$ cat src/design/ibd_pkg.sv
`default_nettype none
package ibd_pkg;

   // frame geometry limits
   localparam int MAX_WIDTH   = 128;
   localparam int MAX_HEIGHT  = 128;
   localparam int MAX_WINDOW  = 16;
   localparam int QUEUE_DEPTH = 4;

   localparam int ROW_W   = $clog2(MAX_HEIGHT);
   localparam int COL_W   = $clog2(MAX_WIDTH);
   localparam int ADDR_W  = ROW_W + COL_W;
   localparam int TBL_W   = 22;
   localparam int RSUM_W  = 15;
   localparam int WSUM_W  = 15;
   localparam int PIX_W   = 8;
   localparam int IDX_W   = 7;
   localparam int DIM_W   = 8;
   localparam int WIN_W   = 5;
   localparam int CSR_W   = 8;
   localparam int AREA_W  = 2 * WIN_W;
   localparam int NCH     = 4;
   localparam int DIV_STEPS = 8;
   localparam int STEP_W  = $clog2(DIV_STEPS);

   // gray weights and the reciprocal of 100 (exact for sums up to 25500)
   localparam logic [WSUM_W-1:0] GRAY_WR = 15'd30;
   localparam logic [WSUM_W-1:0] GRAY_WG = 15'd59;
   localparam logic [WSUM_W-1:0] GRAY_WB = 15'd11;
   localparam int RECIP_W    = 13;
   localparam logic [RECIP_W-1:0] GRAY_RECIP = 13'd5243;
   localparam int GRAY_SHIFT = 19;

   typedef enum logic [1:0] {
      CSR_FRAME_WIDTH,
      CSR_FRAME_HEIGHT,
      CSR_WINDOW_SIZE,
      CSR_STEP_SIZE
   } csr_index_type;

   // effective geometry after clamping
   typedef struct packed {
      logic [DIM_W-1:0] width;
      logic [DIM_W-1:0] height;
      logic [WIN_W-1:0] win;
      logic [WIN_W-1:0] step;
   } geom_type;

   // one classified pixel passed from front to back
   typedef struct packed {
      logic [ROW_W-1:0]  row;
      logic [COL_W-1:0]  col;
      logic [WSUM_W-1:0] wsum;
      logic [PIX_W-1:0]  red;
      logic [PIX_W-1:0]  green;
      logic [PIX_W-1:0]  blue;
      logic              emit;
      logic              done;
      logic [IDX_W-1:0]  out_i;
      logic [IDX_W-1:0]  out_j;
   } item_type;

   typedef enum logic [2:0] {
      B_IDLE,
      B_WRITE,
      B_READ_B,
      B_READ_D,
      B_READ_E,
      B_DIVIDE,
      B_OUTPUT
   } back_state_type;

endpackage
`default_nettype wire

$ cat src/design/ibd_queue.sv
`default_nettype none
module ibd_queue
   import ibd_pkg::*;
#(
   parameter int DEPTH = QUEUE_DEPTH
) (
   input  wire logic     clock,
   input  wire logic     reset,
   input  wire logic     push,
   input  wire item_type push_item,
   input  wire logic     pop,
   output      item_type head,
   output      logic     full,
   output      logic     not_empty
);

   localparam int PTR_W = $clog2(DEPTH);

   item_type         mem_ff [DEPTH];
   logic [PTR_W-1:0] wr_ptr_ff, rd_ptr_ff;
   logic [PTR_W:0]   count_ff;

   assign head      = mem_ff[rd_ptr_ff];
   assign full      = (count_ff == (PTR_W+1)'(DEPTH));
   assign not_empty = (count_ff != '0);

   always_ff @(posedge clock) begin
      if (push) begin
         mem_ff[wr_ptr_ff] <= push_item;
      end
   end

   // pointers wrap at the depth
   always_ff @(posedge clock) begin
      if (reset) begin
         wr_ptr_ff <= '0;
         rd_ptr_ff <= '0;
         count_ff  <= '0;
      end else begin
         if (push) begin
            wr_ptr_ff <= (wr_ptr_ff == PTR_W'(DEPTH-1)) ? '0 : wr_ptr_ff + PTR_W'(1);
         end
         if (pop) begin
            rd_ptr_ff <= (rd_ptr_ff == PTR_W'(DEPTH-1)) ? '0 : rd_ptr_ff + PTR_W'(1);
         end
         if (push && !pop) begin
            count_ff <= count_ff + (PTR_W+1)'(1);
         end else if (pop && !push) begin
            count_ff <= count_ff - (PTR_W+1)'(1);
         end
      end
   end

endmodule
`default_nettype wire

$ cat config.mk
export PLATFORM = sky130hd
export DESIGN_NAME = ibd_queue
export DESIGN_NICKNAME = d
export VERILOG_FILES = /design/src/design/ibd_pkg.sv /design/src/design/ibd_queue.sv
export SDC_FILE = /design/constraint.sdc
export NUM_CORES = 1
export LEC_CHECK = 0
export BUFFER_PORTS_ARGS = -buffer_cell sky130_fd_sc_hd__buf_2
export CORE_MARGIN = 2
export CORE_UTILIZATION = 48
export DETAILED_ROUTE_END_ITERATION = 8
export PLACE_DENSITY = 0.77
export SLEW_MARGIN = 25
export SYNTH_ARGS = -nofsm -noshare
export SYNTH_HDL_FRONTEND = slang
export SYNTH_SLANG_ARGS = --single-unit
$ cat constraint.sdc
create_clock -name clock -period 4.1 [get_ports clock]
set_input_delay 0.615 -clock clock [delete_from_list [all_inputs] [get_ports clock]]
set_output_delay 0.615 -clock clock [all_outputs]
set_load 0.01 [all_outputs]
==> flow_summary.ini <==
[synthesis]
synth_edf_count = 276
synth.distinct_cells = 19
synth_top_area_share_pct = 79.64
synth-warning-count = 0
yosys.area.top_type = edfxtp_1
yosys.cell_count.top_type = edfxtp_1
ys_seq_area_share_pct = 81.38
synth-main-ff-cell = edfxtp_1
ys_top_cells_by_area = edfxtp_1, mux4_2, dfxtp_1
synthCells = 405
syn_nets = 485
synth_common_cells = edfxtp_1, mux4_2, dfxtp_1, nor2_1, ha_1
ys_ff_latch = 285
synth_area_per_cell_sq_um = 25.69
synth_area_sq_um = 10410
async_flop_share_pct = 0

[floorplanning]
die_w_microns = 151.2
die_h_microns = 151.2
coreArea_sq_um = 21150
fp.dieArea_sq_um = 22870
ios = 144
start_util_pct = 49.19
rows = 53

[layout]
seq_area_sq_um = 8476
final_area_sq_um = 12380
drive_above_1_share_pct = 44.07
area_delta_synth_final_pct = 19.00
multi_input_area_sq_um = 1810
fin_nets = 650
fill_cells = 1508

[global_route]
antenna_found_initial = 1
grt-ovfl-total = 0
grt_pass1_vias = 5104
grtUsageTotal_pct = 16.04
grt_max_degree = 70
grt_pass1_wl_microns = 27800

[power_and_ir_drop]
p_per_area_nw_per_um2 = 510.7
ir_worst_vdd_mv = 0.3051
p_leak_nw = 4.184

[sta]
max_slew_margin_pct = 64.65
finalCriticalPeriod_ns = 2.849
period_share_pct = 69.49
hold_violations = 0
finalSetupTns_ns = 0
drv_slew = 0
fmax_mhz = 351.0
rsz0062_at_grt = false
finalSetupViolCount = 0
finClkSkew_ns = 0.01883
worstMarginPinSlew_ns = 0.5303

[clock_network]
cts_tree = yes
path_clk_slew_ns = 0.06
htree_num_levels = 1
cts_resized = 0
cts.sinks = 285
cts-buffers-inserted = 29
clk_latency_ns = 0.53
post_cts.repair.setup_buffers = 0
cts-root-buf = clkbuf_16
cts-hold-fix-buffers = 0
clock_path_buffers = 3

[route]
wirelength_microns = 18240
dr_wl_met2_microns = 9224
vias = 4655
wl_met1_microns = 7342
drcViolationCount = 0
route.met3.wl_microns = 1417
routed.top_layer = met5
drt_iter0_markers = 248
ant_nets = 0
viasPerCell = 5.375
drt-pass1-iter-count = 4
routedWlPerCell_microns = 21.06

[place]
detailed_place.area_sq_um = 11390
globalplace.congestion = 0.6559
port_buffers = 143
hpwl_microns = 10510

[hold_path]
hold_path.class = in -> reg

[worst_setup_path]
endpoint_kind = primary output
cpPeakStageDelay_ns = 0.56
crit_path_start_kind = flop
crit_chain = buf_4, mux4_2, buf_2
critPathSlowestCell = dfxtp_4
crit_type = reg -> out
arrival_ns = 2.23
worstPathMaxFanout = 18
worst-path-buf-inv = 2
required_ns = 3.48
critical_path.top_delay_family = buffers and inverters

[flow_run]
maxCapViolCount = 0

[status]
outcome = finished clean
power by group:
group,switching [W],internal (W)
combinational,0.000277,0.000253
clock,0.000990,0.00142
sequential,0.0000491,0.00334
routing by layer:
layer  global-route usage, %  vias to the layer above
met5                       0                        -
met4                   3.925                        2
met3                   4.096                       24
met2                   27.44                      143
met1                   20.77                     2427
li1                        -                     2059
final timing paths:
path                            depth (start not counted)                 startpoint                        to  slack, ns
worst min-delay path                                    1              push_item[66]   mem_ff[3][66]$_DFFE_PP_       0.30
worst max-delay path                                    3                       flop                  head[17]       1.25
worst min register to register                          2   count_ff[2]$_SDFFE_PP0P_  count_ff[2]$_SDFFE_PP0P_       0.51
worst max register to register                          3  wr_ptr_ff[0]$_SDFFE_PP0P_   mem_ff[3][61]$_DFFE_PP_       2.33
cells by family after synthesis:
group	share of synthesized area, %
AND/OR/NAND/NOR	0.7574
buffers and inverters	1.323
flip-flops	81.38
AO/OA/AOI/OAI	0.1442
adder cells (fa/ha/maj)	0.9138
multiplexers	15.32
XOR/XNOR	0.1684
area by class of cell:
class                   instances  share of cell area (%)
well taps                     275                   2.779
diodes                          1                 0.02021
multi-input cells             100                   14.62
clock inverters                12                  0.8588
clock buffers                  39                   6.163
inverters                       4                  0.1212
flip-flops and latches        285                   68.45
repair buffers                150                   6.992
metrics by stage:
| step | hold WS [ns] | cells | power, W | utilization [%] | setup slack (ns) |
|---|---|---|---|---|---|
| after CTS | 0.2664 | 860 | 0.006392 | 57.95 | 1.150 |
| after global routing | 0.2792 | 865 | 0.006562 | 58.53 | 1.086 |
| after floorplan | 0.4553 | 405 | 0.003751 | - | 1.433 |
| after global placement | 0.4741 | 809 | 0.003945 | 53.84 | 1.752 |
| after detailed placement | 0.4904 | 809 | 0.003977 | 53.84 | 1.741 |
| final | 0.2960 | 866 | 0.006324 | 58.54 | 1.251 |
sequential cells by signal (all words and copies together), names as in the netlist, named ones only:
| name | count |
|---|---|
| wr_ptr_ff | 2 |
| mem_ff | 276 |
| rd_ptr_ff | 2 |
| count_ff | 3 |
cell usage in the layout (no fill, tap or decap):
| cell type | count |
|---|---|
| clkinv_2 | 3 |
| bufinv_16 | 2 |
| xor2_1 | 2 |
| inv_1 | 4 |
| clkinv_1 | 6 |
| mux4_2 | 69 |
| clkbuf_1 | 10 |
| or3_1 | 2 |
| buf_16 | 3 |
| ha_1 | 6 |
| buf_12 | 3 |
| and2_4 | 4 |
| clkbuf_16 | 29 |
| nor3b_1 | 2 |
| buf_2 | 143 |
| diode_2 | 1 |
| edfxtp_1 | 276 |
| dfxtp_1 | 7 |
| mux2i_1 | 4 |
| buf_4 | 1 |
| a21oi_1 | 2 |
| dfxtp_4 | 2 |
| nor2_1 | 7 |
| inv_6 | 1 |
| fa_1 | 1 |
| o21ai_0 | 1 |
Power figures use the tool's default switching activity.
