### config.mk
export PLATFORM = sky130hd
export DESIGN_NAME = ibd_front
export DESIGN_NICKNAME = d
export VERILOG_FILES = /design/src/design/ibd_pkg.sv /design/src/design/ibd_front.sv
export SDC_FILE = /design/constraint.sdc
export NUM_CORES = 1
export LEC_CHECK = 0
export ABC_AREA = 1
export BUFFER_PORTS_ARGS = -buffer_cell sky130_fd_sc_hd__buf_2
export CORE_MARGIN = 1
export CORE_UTILIZATION = 45
export CTS_BUF_LIST = sky130_fd_sc_hd__clkbuf_4
export CTS_CLUSTER_DIAMETER = 150
export DETAILED_ROUTE_END_ITERATION = 12
export HOLD_SLACK_MARGIN = 0.08
export PLACE_DENSITY = 0.74
export SYNTH_ARGS = -nofsm -noshare
export SYNTH_HDL_FRONTEND = slang
export SYNTH_SLANG_ARGS = --single-unit
### constraint.sdc
create_clock -name clock -period 19.3 [get_ports clock]
set_input_delay 3.86 -clock clock [delete_from_list [all_inputs] [get_ports clock]]
set_output_delay 3.86 -clock clock [all_outputs]
set_load 0.005 [all_outputs]
### src/design/ibd_pkg.sv
`default_nettype none
package ibd_pkg;

   // frame geometry limits
   localparam int MAX_WIDTH   = 128;
   localparam int MAX_HEIGHT  = 128;
   localparam int MAX_WINDOW  = 16;
   localparam int QUEUE_DEPTH = 4;

   localparam int ROW_W   = $clog2(MAX_HEIGHT);
   localparam int COL_W   = $clog2(MAX_WIDTH);
   localparam int ADDR_W  = ROW_W + COL_W;
   localparam int TBL_W   = 22;
   localparam int RSUM_W  = 15;
   localparam int WSUM_W  = 15;
   localparam int PIX_W   = 8;
   localparam int IDX_W   = 7;
   localparam int DIM_W   = 8;
   localparam int WIN_W   = 5;
   localparam int CSR_W   = 8;
   localparam int AREA_W  = 2 * WIN_W;
   localparam int NCH     = 4;
   localparam int DIV_STEPS = 8;
   localparam int STEP_W  = $clog2(DIV_STEPS);

   // gray weights and the reciprocal of 100 (exact for sums up to 25500)
   localparam logic [WSUM_W-1:0] GRAY_WR = 15'd30;
   localparam logic [WSUM_W-1:0] GRAY_WG = 15'd59;
   localparam logic [WSUM_W-1:0] GRAY_WB = 15'd11;
   localparam int RECIP_W    = 13;
   localparam logic [RECIP_W-1:0] GRAY_RECIP = 13'd5243;
   localparam int GRAY_SHIFT = 19;

   typedef enum logic [1:0] {
      CSR_FRAME_WIDTH,
      CSR_FRAME_HEIGHT,
      CSR_WINDOW_SIZE,
      CSR_STEP_SIZE
   } csr_index_type;

   // effective geometry after clamping
   typedef struct packed {
      logic [DIM_W-1:0] width;
      logic [DIM_W-1:0] height;
      logic [WIN_W-1:0] win;
      logic [WIN_W-1:0] step;
   } geom_type;

   // one classified pixel passed from front to back
   typedef struct packed {
      logic [ROW_W-1:0]  row;
      logic [COL_W-1:0]  col;
      logic [WSUM_W-1:0] wsum;
      logic [PIX_W-1:0]  red;
      logic [PIX_W-1:0]  green;
      logic [PIX_W-1:0]  blue;
      logic              emit;
      logic              done;
      logic [IDX_W-1:0]  out_i;
      logic [IDX_W-1:0]  out_j;
   } item_type;

   typedef enum logic [2:0] {
      B_IDLE,
      B_WRITE,
      B_READ_B,
      B_READ_D,
      B_READ_E,
      B_DIVIDE,
      B_OUTPUT
   } back_state_type;

endpackage
`default_nettype wire

### src/design/ibd_front.sv
`default_nettype none
module ibd_front
   import ibd_pkg::*;
(
   input  wire logic             clock,
   input  wire logic             reset,
   input  wire geom_type         geom,
   input  wire logic             accept,
   input  wire logic [PIX_W-1:0] red,
   input  wire logic [PIX_W-1:0] green,
   input  wire logic [PIX_W-1:0] blue,
   input  wire logic             frame_start,
   output      item_type         item
);

   localparam int E_W = DIM_W + 2;

   logic [ROW_W-1:0] prow_ff, prow_in;
   logic [COL_W-1:0] pcol_ff, pcol_in;
   logic             col_run_ff, col_run_in;
   logic [WIN_W-1:0] col_cnt_ff, col_cnt_in;
   logic [IDX_W-1:0] col_j_ff, col_j_in;
   logic             row_run_ff, row_run_in;
   logic [WIN_W-1:0] row_cnt_ff, row_cnt_in;
   logic [IDX_W-1:0] row_i_ff, row_i_in;

   logic [ROW_W-1:0] pr, r;
   logic [COL_W-1:0] pc, c;
   logic [E_W-1:0]   rt, r_e, c_e, w_e, h_e, win_e, st_e;
   logic             col_al, row_al, col_fit, row_fit, col_more, row_more;

   always_comb begin
      w_e   = E_W'(geom.width);
      h_e   = E_W'(geom.height);
      win_e = E_W'(geom.win);
      st_e  = E_W'(geom.step);

      // position of this pixel, wrapping past the frame edge
      pr = frame_start ? '0 : prow_ff;
      pc = frame_start ? '0 : pcol_ff;
      if (E_W'(pc) >= w_e) begin
         c  = '0;
         rt = E_W'(pr) + E_W'(1);
      end else begin
         c  = pc;
         rt = E_W'(pr);
      end
      r   = (rt >= h_e) ? '0 : rt[ROW_W-1:0];
      r_e = E_W'(r);
      c_e = E_W'(c);

      // next position
      if (c_e + E_W'(1) >= w_e) begin
         pcol_in = '0;
         prow_in = (r_e + E_W'(1) >= h_e) ? '0 : r + ROW_W'(1);
      end else begin
         pcol_in = c + COL_W'(1);
         prow_in = r;
      end

      // column phase within the step grid
      if (c == '0) begin
         col_run_in = (geom.win == WIN_W'(1));
         col_cnt_in = '0;
         col_j_in   = '0;
      end else if (!col_run_ff) begin
         col_run_in = (c_e + E_W'(1) == win_e);
         col_cnt_in = '0;
         col_j_in   = '0;
      end else begin
         col_run_in = 1'b1;
         if (col_cnt_ff + WIN_W'(1) == geom.step) begin
            col_cnt_in = '0;
            col_j_in   = col_j_ff + IDX_W'(1);
         end else begin
            col_cnt_in = col_cnt_ff + WIN_W'(1);
            col_j_in   = col_j_ff;
         end
      end

      // row phase, advanced on the first pixel of a row
      if (c != '0) begin
         row_run_in = row_run_ff;
         row_cnt_in = row_cnt_ff;
         row_i_in   = row_i_ff;
      end else if (r == '0) begin
         row_run_in = (geom.win == WIN_W'(1));
         row_cnt_in = '0;
         row_i_in   = '0;
      end else if (!row_run_ff) begin
         row_run_in = (r_e + E_W'(1) == win_e);
         row_cnt_in = '0;
         row_i_in   = '0;
      end else begin
         row_run_in = 1'b1;
         if (row_cnt_ff + WIN_W'(1) == geom.step) begin
            row_cnt_in = '0;
            row_i_in   = row_i_ff + IDX_W'(1);
         end else begin
            row_cnt_in = row_cnt_ff + WIN_W'(1);
            row_i_in   = row_i_ff;
         end
      end

      col_al   = col_run_in && (col_cnt_in == '0);
      row_al   = row_run_in && (row_cnt_in == '0);
      // window fits inside the grid, and whether a further one follows
      col_fit  = (c_e + E_W'(1) + st_e <= w_e + win_e);
      row_fit  = (r_e + E_W'(1) + st_e <= h_e + win_e);
      col_more = (c_e + E_W'(1) + st_e + st_e <= w_e + win_e) &&
                 (c_e + E_W'(1) + st_e <= w_e);
      row_more = (r_e + E_W'(1) + st_e + st_e <= h_e + win_e) &&
                 (r_e + E_W'(1) + st_e <= h_e);

      item.row   = r;
      item.col   = c;
      item.wsum  = GRAY_WR * WSUM_W'(red) + GRAY_WG * WSUM_W'(green) +
                   GRAY_WB * WSUM_W'(blue);
      item.red   = red;
      item.green = green;
      item.blue  = blue;
      item.emit  = col_al && row_al && col_fit && row_fit;
      item.done  = !col_more && !row_more;
      item.out_i = row_i_in;
      item.out_j = col_j_in;
   end

   always_ff @(posedge clock) begin
      if (reset) begin
         prow_ff    <= '0;
         pcol_ff    <= '0;
         col_run_ff <= 1'b0;
         col_cnt_ff <= '0;
         col_j_ff   <= '0;
         row_run_ff <= 1'b0;
         row_cnt_ff <= '0;
         row_i_ff   <= '0;
      end else if (accept) begin
         prow_ff    <= prow_in;
         pcol_ff    <= pcol_in;
         col_run_ff <= col_run_in;
         col_cnt_ff <= col_cnt_in;
         col_j_ff   <= col_j_in;
         row_run_ff <= row_run_in;
         row_cnt_ff <= row_cnt_in;
         row_i_ff   <= row_i_in;
      end
   end

endmodule
`default_nettype wire

==> impl_results.md, run 1 <==
- Slew HR: 40.34%
- Vias in the first global route: between 8000 and 9000
- Synth Warn #: 0
- Startpoint types: input pin
- R2r worst-path depth: 34
- # diodes: 0
- Share of cells above drive strength 1: 13.42%
- Mapped Cells: between 1000 and 1500
- R2r endpoint: prow_ff[1]
- Worst setup path start: frame_start
- Sequential power share: 8.0%
- Flops & latches, synth: 40
- Sequential share of the synthesized area: roughly 8.4%
- Int Pwr: 531.5 uW
- I/O pin count: around 120
- Clk_lat worst skew: 0.36 ns
- Filler cells: 2065
- Type of the worst min-delay path: reg -> reg
- Final worst slack: 4.503 ns
- First-pass GRT wire length: around 39000 um
- FFs w/ async S/R, synth: 0%
- WS Path Type: in -> out
- Design area: 10340 um2
- DRC viols: 0
- CP Capture Point: item[14]
- Remaining Overflow, GRT: 0
- Fmax: slightly below 70 MHz
- Antenna-violating nets left: 0
- RSZ-0062 raised after global routing: no
- Total wire length: 23210 um
- Post-place instance area: a little over 10000 um2
- Dominant cell type by area after synthesis: ha_1
- Buffers on Ports: ~120
- WP depth: 42
- Max cap viols: 0
- Post-cts sizing count: 0
- Result of the run: finished, final reports clean
- Net Sw Power: approximately 590 uW
- Initial DRC count: 391
- Period minus WS final: between 10 and 15 ns
- Buf+Inv Stages, Crit Path: 7
- Antenna violations before repair: 0
- Worst r2r src: pcol_ff[5]
- Die Span Y: 147.8 um
- Comb power frac: 86.8%
- Crit-path max FO: 11
- Detailed placement HPWL: approximately 20000 um
- Post-synth EDFFs: 0
- H-tree depth: 2
- Placer Congestion: 0.9465
- Area grow syn2layout: 8.207%
- P_leak: 0.005826 uW
- Most common cell after layout, fill and taps aside: inv_1
- Power share of the clock group: roughly 5.3%
- Slowest stage delay, CP: about 0.38 ns
- Peak supply drop: 109.4 uV
- Worst slack, placed: 4.582 ns
- Commonest non-fill, non-tap cells in the layout: 263 x inv_1, 185 x nand2_1, 185 x ha_1
- Final Hold Fails: 0
- Top cells by area, synth: ha_1 24%, fa_1 15%, inv_1 10%
- Total iterations of the first detailed-routing run: 5
- Row Count: 52
- Slew Limit Fails: 0
- Sum Neg Setup Slack: 0 ns
- Mapped cell area: between 9000 and 10000 um2
- Vias per inst: 5.156
- Layout net count: between 1500 and 2000
- Pwr/cell area: about 110 nW/um2
- Arrival time at the worst endpoint: 10.94 ns
- Postcts setup bufs: 0
- CTS tree: yes
- Slowest cell on crit path: nor2_1
- CTS Buffer Depth: 2
- Final setup vio count: 0
- Final period utilization: 76.67%
- Cts hold-fix bufs: 0
- Post-synth top flop: dfxtp_1
- GRT Total Usage: 21.90%
- Most common cell on crit path: nand2_1
- Clock skew: 0.008458 ns
- DIE AREA: 21830 um2
- Sw Ratio: 52.56%
- Total power: 1120 uW
- Top-area cell type share of the netlist area: around a quarter
- Worst slew pin tran: ~0.89 ns
- Via Count: 8616
- Synth unique cells: 53
- Clk slew on worst S/H paths: 0.13 ns
- Initial Utilization: a little under half
- Critical Path RT: 15.44 ns
- Cell family with most CP delay: simple AND/OR/NAND/NOR gates
- Clk root buf: clkbuf_4
- Sink Count: 40
- Core Region: ~21000 um2
- Mean Syn Cell Area: 7.308 um2
- Flop-to-flop setup slack: 13.23 ns
- Largest net degree at the start of global routing: 46
- Critical Path Sink Type: output pin
- Die Wd: ~150 um
- Cts bufs inserted: 5
- Routed len/inst: 13.89 um
[cell families after synthesis]
| group | Yosys count | share of synthesized area, % |
|---|---|---|
| and+or+nand+nor | 424 | 20.41 |
| xor gates and xnor gates | 72 | 6.754 |
| AOI/OAI and AO/OA | 206 | 12.24 |
| buffers and inverters | 310 | 13.31 |
| adders and majority gates | 255 | 38.87 |
| DFF | 40 | 8.377 |
| other | 1 | 0.03923 |
[routing by layer]
layer / routed length, um / global-route usage (%)
met1: 10370 / 27.93
met2: 11130 / 39.39
met3: 1212 / 2.191
met4: 499 / 5.309
met5: 0 / 0
[final cells by class]
cell class	instances	area [um2]	area share [%]
Multi-Input combinational cell	959	7490	72.41
Inverter	272	1021	9.871
Sequential cell	40	800.8	7.742
Timing Repair Buffer	122	610.6	5.903
Tap cell	270	337.8	3.266
Clock inverter	3	46.29	0.4476
Clock buffer	5	37.54	0.3629
[tightest hold or removal path: cells and delay by family, from the launching register on]
| kind | cells | cell delay [ns] |
|---|---|---|
| and+or+nand+nor | 1 | 0.06 |
| DFF | 1 | 0.33 |
| AOI/OAI and AO/OA | 1 | 0.05 |
[power by group through the flow]
stage	clock network [uW]	registers (uW)	logic [uW]
floorplan	0	90.2	664
global placement	0	90.9	963
detailed placement	0	91.1	979
CTS	60.4	89.2	983
global route	64.4	89.8	1120
finish	58.9	89.3	972
[cells in the mapped netlist, types with 9 or more instances]
master,n
xnor2_1,28
fa_1,70
nand2_2,13
nand2_1,185
o21ai_0,48
xor2_1,42
nor3_1,14
inv_2,9
inv_1,263
nand3_1,71
clkbuf_1,11
nor2_1,88
ha_1,185
buf_4,25
a21oi_1,110
nand4_1,15
dfxtp_1,40
[flip-flops by register name, summed over array words and instances, names as in the netlist]
| signal | count |
|---|---|
| prow_ff | 7 |
| row_run_ff | 1 |
| col_run_ff | 1 |
| col_cnt_ff | 5 |
| row_cnt_ff | 5 |
| col_j_ff | 7 |
| row_i_ff | 7 |
| pcol_ff | 7 |
[worst min-delay path by stage]
| stage | start | endpoint | slack [ns] | cells past startpoint |
|---|---|---|---|---|
| floorplan | pcol_ff[3] | pcol_ff[3] | 0.45 | 2 |
| global placement | pcol_ff[6] | pcol_ff[6] | 0.46 | 2 |
| detailed placement | pcol_ff[6] | pcol_ff[6] | 0.46 | 2 |
| CTS | pcol_ff[6] | pcol_ff[6] | 0.48 | 2 |
| global route | pcol_ff[5] | pcol_ff[5] | 0.49 | 2 |
| finish | pcol_ff[6] | pcol_ff[6] | 0.47 | 2 |
[per-stage QoR]
stage               hold WS (ns)  std cells  utilization, %
floorplan                 0.4453       1309               -
global placement          0.4552       1663           49.90
detailed placement        0.4594       1663           49.90
CTS                       0.4785       1671           50.31
global route              0.4907       1671           50.31
finish                    0.4746       1671           50.31
Power figures use the tool's default switching activity.
==> run 2: changes to the inputs <==
--- a/config.mk
+++ b/config.mk
@@ -5,7 +5,7 @@
 export SDC_FILE = /design/constraint.sdc
 export NUM_CORES = 1
 export LEC_CHECK = 0
-export ABC_AREA = 1
+export ABC_AREA = 0
 export BUFFER_PORTS_ARGS = -buffer_cell sky130_fd_sc_hd__buf_2
 export CORE_MARGIN = 1
 export CORE_UTILIZATION = 45
@@ -13,7 +13,7 @@
 export CTS_CLUSTER_DIAMETER = 150
 export DETAILED_ROUTE_END_ITERATION = 12
 export HOLD_SLACK_MARGIN = 0.08
-export PLACE_DENSITY = 0.74
+export PLACE_DENSITY = 0.76
 export SYNTH_ARGS = -nofsm -noshare
 export SYNTH_HDL_FRONTEND = slang
 export SYNTH_SLANG_ARGS = --single-unit
==> constraint.sdc (replaced) <==
create_clock -name clock -period 12.7 [get_ports clock]
set_input_delay 2.54 -clock clock [delete_from_list [all_inputs] [get_ports clock]]
set_output_delay 2.54 -clock clock [all_outputs]
set_load 0.005 [all_outputs]
==> impl_results.md, run 2 <==
- Peak supply drop: between 200 and 250 uV
- Arrival time at the worst endpoint: around 9.5 ns
- Sequential share of the synthesized area: 8.440%
- Final Hold Fails: 0
- Most common cell on crit path: ha_1
- Placer Congestion: 0.9451
- DIE AREA: ~22000 um2
- I/O pin count: 123
- Post-synth EDFFs: 0
- Fmax: 82.90 MHz
- Vias per inst: 5.431
- Initial Utilization: a little under half
- Synth unique cells: 77
- Commonest non-fill, non-tap cells in the layout: 185 x ha_1, 158 x inv_1, 121 x buf_2
- Mapped cell area: 9488 um2
- RSZ-0062 raised after global routing: no
- Total iterations of the first detailed-routing run: 5
- Post-cts sizing count: 0
- Die Wd: 147.2 um
- Top cells by count, synth: 185 x ha_1, 158 x inv_1, 86 x nor2_1
- Postcts setup bufs: 0
- Cts hold-fix bufs: 0
- Detailed placement HPWL: ~19000 um
- Period minus WS final: 12.06 ns
- Top cells by area, synth: ha_1 24%, fa_1 15%, dfxtp_1 8.4%
- Final setup vio count: 0
- Filler cells: 1946
- Top-area cell type share of the netlist area: 24.40%
- Sink Count: 40
- GRT Total Usage: 21.47%
- Buffers on Ports: approximately 120
- P_leak: 0.005128 uW
- Via Count: 8098
- Most frequent cell after synthesis: ha_1
- Clk_lat worst skew: 0.36 ns
- Largest net degree at the start of global routing: 41
- Worst slack, placed: 0.4059 ns
- Row Count: 52
- Critical Path Sink Type: output pin
- Slew HR: 47.54%
- Initial DRC count: 373
- Result of the run: finished, final reports clean
- Pwr/cell area: 160.4 nW/um2
- Mean Syn Cell Area: 8.381 um2
- Remaining Overflow, GRT: 0
- Register area: approximately 800 um2
- WS Path Type: in -> out
- Flops & latches, synth: 40
- Post-synth top flop: dfxtp_1
- Synth Warn #: 0
- Clock skew: about 0.015 ns
- Startpoint types: input pin
- Clk root buf: clkbuf_4
- Antenna violations before repair: 0
- Area grow syn2layout: 8.638%
- Share of cells above drive strength 1: 13.68%
- Multi-input gate area: 7834 um2
- Dominant cell type by area after synthesis: ha_1
- # diodes: 0
- Total wire length: around 23000 um
- Worst slew pin tran: 0.7869 ns
- Slew Limit Fails: 0
- Cts bufs inserted: 5
- First-pass GRT wire length: 37980 um
- Mapped Cells: 1132
- Die Span Y: 147.2 um
- FFs w/ async S/R, synth: 0%
- Routed len/inst: between 15 and 20 um
- Type of the worst min-delay path: reg -> reg
- Antenna-violating nets left: 0
- CTS Buffer Depth: 2
- Final worst slack: 0.6367 ns
- Slowest stage delay, CP: 0.38 ns
- Sum Neg Setup Slack: 0 ns
- CTS tree: yes
- Crit-path max FO: 20
- Clk slew on worst S/H paths: 0.12 ns
- Layout net count: 1529
- Final period utilization: 94.99%
- Vias in the first global route: 7936
- H-tree depth: 2
- DRC viols: 0
- Max cap viols: 0
- Slowest cell on crit path: a2111oi_0
- Critical Path RT: 10.16 ns
- Most common cell after layout, fill and taps aside: ha_1
- Core Region: 20430 um2
[run 2: area by class of cell]
| type | instances | area share, % |
|---|---|---|
| clock buffers | 5 | 0.3642 |
| well taps | 270 | 3.277 |
| flip-flops and latches | 40 | 7.769 |
| multi-input cells | 886 | 76.00 |
| inverters | 159 | 5.790 |
| repair buffers | 128 | 6.385 |
| clock inverters | 3 | 0.4127 |
[run 2: path summary, 6_finish.rpt]
| path | startpoint | end | slack (ns) | depth (start not counted) |
|---|---|---|---|---|
| worst min-delay path | col_cnt_ff[4] | col_cnt_ff[4] | 0.51 | 2 |
| worst min register to register | col_cnt_ff[4] | col_cnt_ff[4] | 0.51 | 2 |
| worst max-delay path | frame_start | item[15] | 0.64 | 33 |
| worst max register to register | pcol_ff[5] | prow_ff[0] | 6.10 | 23 |
[run 2: cell families after synthesis]
logic type / count (synthesis) / share of synthesized area [%]
AO/OA/AOI/OAI: 232 / 17.01
XOR/XNOR: 103 / 9.825
adder cells (fa/ha/maj): 255 / 39.17
buffers and inverters: 207 / 9.257
flip-flops: 40 / 8.440
multiplexers: 9 / 0.9759
other: 1 / 0.03952
AND/OR/NAND/NOR: 285 / 15.28
[run 2: critical path, delay by kind of cell]
kind	cells	cell delay, ns
simple gates	5	0.70
compound gates	14	3.09
buf+inv	7	1.09
fa+ha+maj	5	1.53
xor+xnor	2	0.57
[run 2: routing by layer]
metal  GRT usage [%]  vias up  share of wire [%]
met2           38.07      206                 49
met4           5.670        0                2.2
met5               0        -                  0
li1                -     4041                  -
met3           2.143       31                4.2
met1           27.62     3820                 45
[run 2: report_power, final]
part	internal, uW	total (uW)	leakage, uW	switching [uW]
registers	128	131	0.000324	3.60
clock network	41.1	85.4	0.0000412	44.4
logic	669	1440	0.00476	768
[run 2: per-stage QoR]
stage / area [um2] / instances / util [%] / hold WS [ns] / total power (uW)
after floorplan: 9492 / 1133 / - / 0.4538 / 1113
after detailed placement: 10200 / 1483 / 49.94 / 0.4734 / 1591
final: 10310 / 1491 / 50.45 / 0.5054 / 1654
after global routing: 10310 / 1491 / 50.45 / 0.5184 / 1865
after CTS: 10280 / 1491 / 50.34 / 0.4953 / 1688
after global placement: 10200 / 1483 / 49.94 / 0.4670 / 1552
